`config.mk`:
```
export PLATFORM = sky130hd
export DESIGN_NAME = lqd_ctrl
export DESIGN_NICKNAME = d
export VERILOG_FILES = /design/src/rtl/lqd_pkg.sv /design/src/rtl/lqd_ctrl.sv
export VERILOG_INCLUDE_DIRS = /design/src /design/src/rtl
export SDC_FILE = /design/constraint.sdc
export NUM_CORES = 1
export LEC_CHECK = 0
export BUFFER_PORTS_ARGS = -buffer_cell sky130_fd_sc_hd__buf_2
export CAP_MARGIN = 5
export CORE_AREA = 2 2 39 41
export CTS_CLUSTER_DIAMETER = 150
export DETAILED_ROUTE_END_ITERATION = 6
export DIE_AREA = 0 0 41 43
export PLACE_DENSITY_LB_ADDON = 0.3
export SYNTH_ARGS = -nofsm -noshare
export SYNTH_HDL_FRONTEND = slang
export SYNTH_SLANG_ARGS = --single-unit
```
`constraint.sdc`:
```
create_clock -name clk -period 1.1 [get_ports clk]
set_clock_uncertainty 0.1 [all_clocks]
set_input_delay 0.22 -clock clk [delete_from_list [all_inputs] [get_ports clk]]
set_output_delay 0.22 -clock clk [all_outputs]
set_load 0.01 [all_outputs]
```
`src/rtl/linked_queue_with_detach_defines.svh`:
```
// Assertion macros shared by the linked queue modules.
// Needs clk and arst_n in the scope of each use.
`ifndef LINKED_QUEUE_WITH_DETACH_DEFINES_SVH
`define LINKED_QUEUE_WITH_DETACH_DEFINES_SVH

// holds at every clock outside reset
`define LQD_ASSERT_ALWAYS(lbl, expr, msg) \
	lbl: assert property (@(posedge clk) disable iff (!arst_n) (expr)) else $error(msg);

// consequent holds in the cycle after the antecedent
`define LQD_ASSERT_NEXT(lbl, ante, cons, msg) \
	lbl: assert property (@(posedge clk) disable iff (!arst_n) (ante) |=> (cons)) \
		else $error(msg);

`endif

```
`src/rtl/lqd_pkg.sv`:
```
// Types and codes for the linked queue with detach.
// No dependencies.
package lqd_pkg;

	localparam int CFG_W = 7;
	localparam int LEN_W = 4;
	localparam logic [CFG_W-1:0] MAX_ENTRIES_RST = 7'd64;
	localparam logic [LEN_W-1:0] LEN_MAX = 4'd8;

	localparam logic [1:0] CMD_ENQ = 2'd0;
	localparam logic [1:0] CMD_DEQ = 2'd1;
	localparam logic [1:0] CMD_DET = 2'd2;

	localparam logic [1:0] STAT_OK    = 2'd0;
	localparam logic [1:0] STAT_FULL  = 2'd1;
	localparam logic [1:0] STAT_EMPTY = 2'd2;
	localparam logic [1:0] STAT_BAD   = 2'd3;

	typedef struct packed {
		logic accept;
		logic commit;
	} lqd_ctrl_t;

endpackage

```
`src/rtl/lqd_ctrl.sv`:
```
// Controller for the linked queue: request accept, execute, response register valid.
// Depends on lqd_pkg and the assertion macro header.
`include "linked_queue_with_detach_defines.svh"
module lqd_ctrl
	import lqd_pkg::*;
(
	input  logic      clk,
	input  logic      arst_n,
	input  logic      in_valid,
	output logic      in_ready,
	output logic      out_valid,
	input  logic      out_ready,
	output lqd_ctrl_t ctrl
);
	typedef enum logic [1:0] {
		S_IDLE = 2'b01,
		S_EXEC = 2'b10
	} state_t;

	state_t state_q, state_d;
	logic   out_valid_q;

	assign in_ready    = (state_q == S_IDLE);
	assign ctrl.accept = in_valid && in_ready;
	assign ctrl.commit = (state_q == S_EXEC) && (!out_valid_q || out_ready);
	assign out_valid   = out_valid_q;

	always_comb begin
		state_d = state_q;
		case (state_q)
			S_IDLE: begin
				if (ctrl.accept) begin
					state_d = S_EXEC;
				end
			end
			S_EXEC: begin
				if (ctrl.commit) begin
					state_d = S_IDLE;
				end
			end
			default: state_d = S_IDLE;
		endcase
	end

	always_ff @(posedge clk or negedge arst_n) begin
		if (!arst_n) begin
			state_q     <= S_IDLE;
			out_valid_q <= 1'b0;
		end else begin
			state_q <= state_d;
			if (ctrl.commit) begin
				out_valid_q <= 1'b1;
			end else if (out_ready) begin
				out_valid_q <= 1'b0;
			end
		end
	end

	`LQD_ASSERT_NEXT(a_accept_exec, ctrl.accept, state_q == S_EXEC, "accept did not start execute")
	`LQD_ASSERT_NEXT(a_commit_valid, ctrl.commit, out_valid_q && state_q == S_IDLE,
		"commit did not load response")
	`LQD_ASSERT_NEXT(a_free_exec, state_q == S_EXEC && !out_valid_q, state_q == S_IDLE,
		"execute stalled with empty response register")
endmodule

```
==> run metrics, run 1 <==
run status=finished, violations left; violated checks=setup timing; clk buf depth=2; Rows=14; Filler cells=between 150 and 200; DR iter-0 viols=0; Ports=8; number of global-route vias before repair=140; TritonCTS clock tree=yes; worst hold path class=in -> reg; Slew Viols, Final=0; Final Hold Vio Count=0; vias per std cell=roughly 3.3; clock slew at reported path FFs=0.03 ns; final worst path period need=1.40 ns; first-pass GRT wire length=524 um; Die W=41 um; Post-DP HPWL=264 um; syn nets=15; post-route ant nets=0; CP Max Fanout=3; slowest library cell on the worst path=dfstp_2; Slew @ Worst Pin=0.108 ns; Die Height=43 um; power per cell area=about 1700 mW/mm^2; reg2reg setup slack=0.03 ns; die area=0.00176 mm^2; Detailed Routing Iterations Pass 1=1; most frequent cells in the layout=buf_2 (7), clkbuf_4 (3), buf_4 (3); gr ovfl total=0; Achievable Freq=714 MHz; Initial Utilization=under 10%; Max Cap Viol=0; leakage=0.126 nW; Syn Inst Count=11; final setup margin=-0.302 ns; adder-cell share of the synthesized area=0%; startpoint types=flip-flop; Mapped Area=130 um^2; largest family of logic cells by synthesized area=simple AND/OR/NAND/NOR gates; via count=between 100 and 150; Yosys cell types=8; placed cell count=37; Crit path largest cell delay=roughly 0.52 ns; initial antenna violation count=0; commonest non-fill, non-tap cell in the layout=buf_2; VDD IR max=a little under 400 uV; Area Growth Syn to Fin=94.2%; core area=between 0.001 and 0.0015 mm^2; Clock Latency Late Sink=0.23 ns; post-layout util=18.3%; setup_tns=-0.843 ns; syn avg cell area=11.8 um^2; Final nets=31; RSZ-0062 raised after global routing=true; xor and xnor fraction of the mapped netlist area=0%; cts bufs inserted=3; Worst Setup End Kind=output port; CP required=0.78 ns; Compound-Gate Fraction of Synth Area=12.5%; sequential element share of the synthesized area=58.7%; Total GRT Usage=5.22%; # setup viols final=3; simple-gate share of the synthesized area=28.8%; WL final=361 um; diode count=0; yosys warns=0; htree depth=1; share of cells above drive strength 1=61.5%; #FFs+latches synth=3; pin count of the biggest net entering global routing=4; drt drc=0; RePlAce Congestion=0.494; clk root buf=clkbuf_4; critical path arrival=~1.1 ns; post-synthesis mux area share=0%; Final period util=127%; kind of critical path=reg -> out; clock tree sinks=3; wire per inst=8.60 um; crit-path cells=and3b_1 -> buf_2; setup bufs post-CTS=0; number of buffers added on ports=7; max_slew headroom=92.8%; Post-Layout Cell Count=42
per-stage QoR:
step | total power, W | hold WS, ns | instance area [um^2] | setup slack, ns
detailed placement | 0.000218 | -0.0828 | 208 | -0.0504
global route | 0.000456 | 0.0270 | 253 | -0.347
floorplan | 0.000172 | -0.176 | 130 | 0.0373
global placement | 0.000217 | -0.0811 | 208 | -0.0386
finish | 0.000417 | 0.0401 | 253 | -0.302
CTS | 0.000428 | 0.0329 | 250 | -0.310
cells in the mapped netlist:
cell / instances / area (um^2)
a2bb2oi_1: 1 / 8.76
nand2_1: 1 / 3.75
and3b_1: 1 / 8.76
o21bai_1: 1 / 7.51
nor2b_1: 2 / 12.5
dfrtp_1: 2 / 50.1
nand2b_1: 2 / 12.5
dfstp_2: 1 / 26.3
what timing repair did:
action	CTS	global route
cloned	0	0
hold buffers	1	0
endpoints found under the hold margin	3	0
gates resized for setup	1	1
endpoints found under the setup margin	4	3
logic make-up after synthesis:
kind of cell / count (synthesis)
flip-flops: 3
AO/OA/AOI/OAI: 2
AND/OR/NAND/NOR: 6
worst paths after layout:
kind	end	startpoint	depth (start not counted)
worst max-delay path	ctrl[1]	state_q[0]	2
worst min-delay path	state_q[0]	in_valid	2
worst max register to register	state_q[0]	state_q[0]	3
worst min register to register	out_valid	out_valid	3
max in group asynchronous	state_q[0]	arst_n	2
min in group asynchronous	out_valid	arst_n	2
routing by layer:
metal / GRT usage (%) / wire length (um) / vias up
met5: 0 / 0 / -
met2: 5.63 / 140 / 8
met1: 5.14 / 165 / 63
met4: 4.00 / 0 / 0
met3: 6.28 / 54 / 0
li1: - / - / 67
sequential cells by signal (all words and copies together) (netlist names):
name	count
state_q	2
out_valid	1
power by group:
group | total (W) | switching [W] | internal [W]
Sequential | 0.000136 | 0.00000832 | 0.000128
Combinational | 0.0000914 | 0.0000394 | 0.0000520
Clock | 0.000190 | 0.0000539 | 0.000136
Total | 0.000417 | 0.000102 | 0.000316
worst max-delay path: cells and delay by family, from the launching register on:
kind,cells,cell delay [ns]
flops,1,0.52
buf+inv,1,0.14
simple gates,1,0.19
cell type report:
cell class | instances | area, um^2 | share of cell area, %
Clock buffer | 4 | 26.3 | 10.4
Multi-Input combinational cell | 8 | 62.6 | 24.8
Timing Repair Buffer | 11 | 67.6 | 26.7
Tap cell | 16 | 20.0 | 7.92
Sequential cell | 3 | 76.3 | 30.2
(Power assumes the default switching activity.)
==> inputs of run 2 (changes only) <==
CTS_CLUSTER_DIAMETER = 200   (was 150)
clock period = 1.35 ns   (was 1.1 ns; I/O delays follow)
==> run 2 against run 1 <==
Effect of this change: the run still ends with setup timing left; sequential share of layout area is 0.15 points lower; design area is 0.50% higher; via count is 6.5% lower; critical path depth stayed put; non-clock buffer count is 1 lower; clock power is 19% lower; sequential power is 17% lower; critical endpoint unchanged; largest power group unchanged; highest routed layer unchanged.
==> run metrics, run 2 (same netlist as run 1, synthesis figures left out) <==
post-route ant nets=0 (unchanged); vias per std cell=3.15 (-4.2%); initial antenna violation count=0 (unchanged); Area Growth Syn to Fin=95.2%; clock slew at reported path FFs=0.03 ns (about the same); critical path arrival=1.07 ns (about the same); pre-CTS setup slack=0.112 ns (+0.163 ns); reg-to-reg endpoint=state_q[0]; core area=0.00138 mm^2 (unchanged); Largest register FFs=2 (unchanged); wire per inst=8.37 um (-2.7%); reg2reg setup slack=0.27 ns (+0.24 ns); Post-DP Area=185 um^2 (-11%); gr ovfl total=0 (unchanged); Slew @ Worst Pin=0.168 ns (+0.0599 ns); leakage=0.129 nW (+2.5%); Initial Utilization=9.40% (unchanged); Post-Layout Cell Count=41 (-2.4%); Design Power=0.000339 W (-19%); Detailed Routing Iterations Pass 1=2 (+1); Clock Latency Late Sink=0.23 ns (about the same); Rows=14 (unchanged); Final Hold Vio Count=0 (unchanged); Post-DP HPWL=242 um (-8.6%); drt drc=0 (unchanged); DR iter-0 viols=1 (+1); WL final=343 um (-5.0%); CP Launch Point=state_q[0]; Die Height=43 um (unchanged); clock tree sinks=3 (unchanged); first-pass GRT wire length=455 um (-13%); max_slew headroom=88.8% (-4.0 points); RePlAce Congestion=0.454 (-8.2%); power per cell area=1330 mW/mm^2 (-19%); Design Area, Final=254 um^2 (+0.50%); run status=finished, violations left; Final nets=30 (-3.2%); setup_tns=-0.204 ns (+0.639 ns); pin count of the biggest net entering global routing=5 (+1); kind of critical path=reg -> out; cts bufs inserted=3 (unchanged); Biggest register=state_q; RSZ-0062 raised after global routing=true; startpoint types=flip-flop; clk root buf=clkbuf_4; VDD IR max=330 uV (-15%); final setup margin=-0.0904 ns (+0.211 ns); Die W=41 um (unchanged); worst r2r src=state_q[0]; Max Cap Viol=0 (unchanged); Total GRT Usage=4.53% (-0.69 points); Final period util=107%; most frequent cells in the layout=buf_2 (6), clkbuf_4 (3), dfrtp_1 (2), buf_4 (2); placed cell count=34 (-8.1%); Achievable Freq=694 MHz; CP required=0.98 ns (+0.20 ns); # setup viols final=3 (unchanged); R2R depth=3 (unchanged); htree depth=1 (unchanged); diode count=0 (unchanged); clk buf depth=2 (unchanged); share of cells above drive strength 1=64.0% (+2.5 points); Ports=8 (unchanged); commonest non-fill, non-tap cell in the layout=buf_2; number of global-route vias before repair=117 (-16%); die area=0.00176 mm^2 (unchanged); Setup crit end=ctrl[1]; Worst Setup End Kind=output port; Slew Viols, Final=0 (unchanged); violated checks=setup timing; TritonCTS clock tree=yes; worst hold path class=in -> reg; CP Max Fanout=3 (unchanged); via count=129 (-6.5%); final worst path period need=1.44 ns; number of buffers added on ports=7 (unchanged)
-- run 2: cell count changes in the layout (fill, tap and decap cells not counted) --
| cell | delta |
|---|---|
| a2bb2oi_1 | +1 |
| a2bb2oi_2 | -1 |
| and3b_1 | -1 |
| and3b_2 | +1 |
| buf_2 | -1 |
| buf_4 | -1 |
| buf_6 | +1 |
| nand2b_1 | -1 |
| nand2b_4 | +1 |
-- run 2: where the power goes --
part           internal (W)  switching (W)  leakage (nW)
Combinational     0.0000418      0.0000296        0.0777
Clock              0.000111      0.0000434        0.0150
Sequential         0.000104     0.00000900        0.0367
Total              0.000256      0.0000821         0.129
-- run 2: worst min path at each step --
stage          startpoint  slack (ns)         end  cells after the start
6_report         in_valid         0.1  state_q[0]                      2
5_1_grt          in_valid        0.09  state_q[0]                      2
4_1_cts          in_valid        0.09  state_q[0]                      2
3_5_place_dp       arst_n       -0.03   out_valid                      1
3_3_place_gp       arst_n       -0.03   out_valid                      1
2_1_floorplan      arst_n       -0.13   out_valid                      0
-- run 2: per-stage QoR --
step | hold WS (ns) | utilization (%)
3_5_place_dp | -0.0290 | 13.4
3_3_place_gp | -0.0327 | 13.4
5_1_grt | 0.0924 | 18.4
4_1_cts | 0.0866 | 16.7
6_report | 0.0986 | 18.4
2_1_floorplan | -0.126 | -
-- run 2: per-layer routing --
metal / part of all wire, % / global-route usage [%] / wire length, um / up-vias
met2: 34 / 3.75 / 117 / 8
met1: 50 / 5.84 / 173 / 56
met3: 15 / 3.14 / 52 / 0
li1: - / - / - / 65
met4: 0 / 6.00 / 0 / 0
met5: 0 / 0 / 0 / -
-- run 2: cell type report --
cell class              count  area, um^2
fillers                   150        1130
repair buffers             10        66.3
flip-flops and latches      3        76.3
well taps                  16        20.0
clock buffers               4        26.3
multi-input cells           8        65.1
-- run 2: what timing repair did --
item | 4_1_cts | 5_1_grt
buffers inserted | 0 | 2
hold buffers | 1 | 0
gates resized for setup | 2 | 2
hold endpoints to repair | 3 | 0
setup endpoints to repair | 3 | 3
cloned | 0 | 0
-- run 2: worst max-delay path: stages (launching register included) --
cell and delay, ns:
dfstp_2 0.52, and3b_2 0.21, buf_6 0.11
==> inputs of run 3 (changes only) <==
ABC_AREA = 1   (was default)
CORE_AREA = 4 4 41 43   (was 2 2 39 41)
DIE_AREA = 0 0 45 47   (was 0 0 41 43)
==> run 3 against run 2 <==
Effect of this change: the flow still finishes with violations (setup timing); combinational power rose by 7.7%; first-iteration DRC count rose to 3.0 times the previous value; sequential power barely moved; non-clock buffer count did not move; critical path depth rose by 2; design area rose by 5.4%; final cell count rose by 22%; maximum frequency rose by 2.9%; die area rose by 20%; critical path type unchanged; largest cell class unchanged; highest routed layer is now met4.
==> run metrics, run 3 <==
run status=finished, violations left; violated checks=setup timing; CP Max Fanout=2 (-1); post-route ant nets=0 (unchanged); vias per std cell=3.04 (-3.4%); Syn Inst Count=21 (+10); die area=0.00212 mm^2 (+20%); #FFs+latches synth=3 (unchanged); Die W=45 um (+9.8%); Slew Viols, Final=0 (unchanged); clk root buf=clkbuf_4; VDD IR max=394 uV (+20%); gr ovfl total=0 (unchanged); Final period util=104% (-3.0 points); Crit path max-delay family=flip-flops; Slew @ Worst Pin=0.109 ns (-0.0597 ns); power per cell area=1280 mW/mm^2 (-3.9%); via count=152 (+18%); WL final=356 um (+3.8%); Final nets=40 (+33%); core area=0.00130 mm^2 (-6.0%); Final Hold Vio Count=0 (unchanged); worst hold path class=in -> reg; Yosys top cell area share=34.2% (-4.3 points); Hold WS=0.164 ns (+0.0652 ns); crit-path cells=inv_1 -> nand2_2 -> nor2_1 -> buf_2; clock slew at reported path FFs=0.04 ns (about the same); syn nets=25 (+10); Yosys cell types=6 (-2); pin count of the biggest net entering global routing=4 (-1); Max Cap Viol=0 (unchanged); kind of critical path=reg -> out; Clock Latency Late Sink=0.23 ns (about the same); Area Growth Syn to Fin=82.9%; yosys warns=0 (unchanged); final worst path period need=1.40 ns (-0.0404 ns); Total GRT Usage=4.67% (+0.14 points); setup_tns=-0.121 ns (+0.0837 ns); Post-synth EDFFs=0 (unchanged); htree depth=1 (unchanged); ys async rst share=100% (unchanged); cts bufs inserted=3 (unchanged); sequential element share of the synthesized area=52.1% (-6.5 points); wire per inst=7.12 um (-15%); critical path buffer and inverter count=2 (+1); area leader, netlist=dfrtp_1; clk buf depth=2 (unchanged); TritonCTS clock tree=yes; Design Power=0.000343 W (+1.3%); DR iter-0 viols=3 (+2); # setup viols final=3 (unchanged); max_slew headroom=92.7% (+4.0 points); initial antenna violation count=0 (unchanged); final setup margin=-0.0500 ns (+0.0404 ns); most area-consuming cells after synthesis=dfrtp_1 (34%), dfstp_2 (18%), inv_1 (18%), nand2_1 (18%), nor2_1 (7.7%); Ports=8 (unchanged); number of global-route vias before repair=144 (+23%); Commonest cells post-synth=inv_1 (7), nand2_1 (7), nor2_1 (3), dfrtp_1 (2); Achievable Freq=714 MHz (+2.9%); share of cells above drive strength 1=45.7% (-18 points); RePlAce Congestion=0.624 (+38%); Biggest register=state_q; Post-synth top flop=dfrtp_1; commonest non-fill, non-tap cell in the layout=inv_1; Mapped Area=146 um^2 (+12%); placed cell count=44 (+29%); Die Height=47 um (+9.3%); Detailed Routing Iterations Pass 1=2 (unchanged); Post-Layout Cell Count=50 (+22%); Initial Utilization=11.2% (+1.8 points); slowest library cell on the worst path=dfstp_2; critical path arrival=1.03 ns (-0.04 ns); startpoint types=flip-flop; Worst Setup End Kind=output port; Rows=13 (-1); leakage=0.172 nW (+33%); number of buffers added on ports=7 (unchanged); drt drc=0 (unchanged); Post-DP HPWL=286 um (+18%); diode count=0 (unchanged); syn avg cell area=6.97 um^2 (-41%); first-pass GRT wire length=552 um (+21%); CP required=0.98 ns (about the same); most frequent cells in the layout=inv_1 (7), buf_2 (6), nand2_1 (5); clock tree sinks=3 (unchanged); Largest register FFs=2 (unchanged); RSZ-0062 raised after global routing=true; Crit path largest cell delay=0.52 ns (about the same)
-- run 3: cell types whose count changed in the layout (fill, tap and decap cells not counted), sizes merged, moves of 2 or more --
| cell | change |
|---|---|
| nand2 | +6 |
| nor2 | +4 |
| inv | +7 |
| nand2b | -2 |
| nor2b | -2 |
-- run 3: cells by family (layout without fill, tap and decap cells) --
group	Yosys count	count (layout)	synth area share (%)
flip-flops	3	3	52.1
buffers and inverters	7	21	18.0
AND/OR/NAND/NOR	11	11	29.9
-- run 3: timing repair --
action | 4_1_cts | 5_1_grt
resized for setup | 2 | 2
setup buffers | 1 | 0
pin swaps | 2 | 1
setup endpoints to repair | 3 | 3
endpoints found under the hold margin | 3 | 0
hold buffers | 1 | 0
-- run 3: worst register-to-register path, cell delays in order, from the launching register on --
cell,delay (ns)
dfstp_2,0.52
inv_1,0.04
nand2_2,0.06
buf_4,0.11
inv_1,0.03
nand2_1,0.05
nand2_1,0.04
-- run 3: where the power goes --
group	internal (W)	total, W	switching [W]	leakage (nW)
logic	0.0000365	0.0000769	0.0000404	0.120
clock network	0.000111	0.000156	0.0000455	0.0150
registers	0.000104	0.000110	0.00000592	0.0367
total	0.000251	0.000343	0.0000918	0.172
-- run 3: final timing paths --
check	endpoint	cells after the start	slack, ns	start
min in group asynchronous	out_valid	2	0.27	arst_n
max in group asynchronous	state_q[0]	2	0.68	arst_n
worst max register to register	state_q[1]	6	0.28	state_q[0]
worst min-delay path	state_q[1]	3	0.16	in_valid
worst min register to register	out_valid	2	0.42	out_valid
worst max-delay path	ctrl[0]	4	-0.05	state_q[0]
-- run 3: metrics by stage --
stage	util [%]	worst slack, ns	instance area, um^2
after floorplan	-	0.268	146
after global placement	16.0	0.152	208
after detailed placement	16.0	0.161	208
after CTS	19.7	-0.0878	256
after global routing	20.6	-0.0932	268
final	20.6	-0.0500	268
-- run 3: per-layer routing --
metal / part of all wire (%) / GRT usage (%)
met5: 0 / 0
met4: 5.3 / 10.5
met3: 12 / 2.68
met2: 32 / 3.11
met1: 51 / 5.25
-- run 3: final cells by class --
type                       instances  area, um^2
timing repair buffer              10        66.3
clock buffer                       4        26.3
sequential                         3        76.3
multi-input combinational         11        53.8
fill                             156        1030
tap                               15        18.8
inverter                           7        26.3
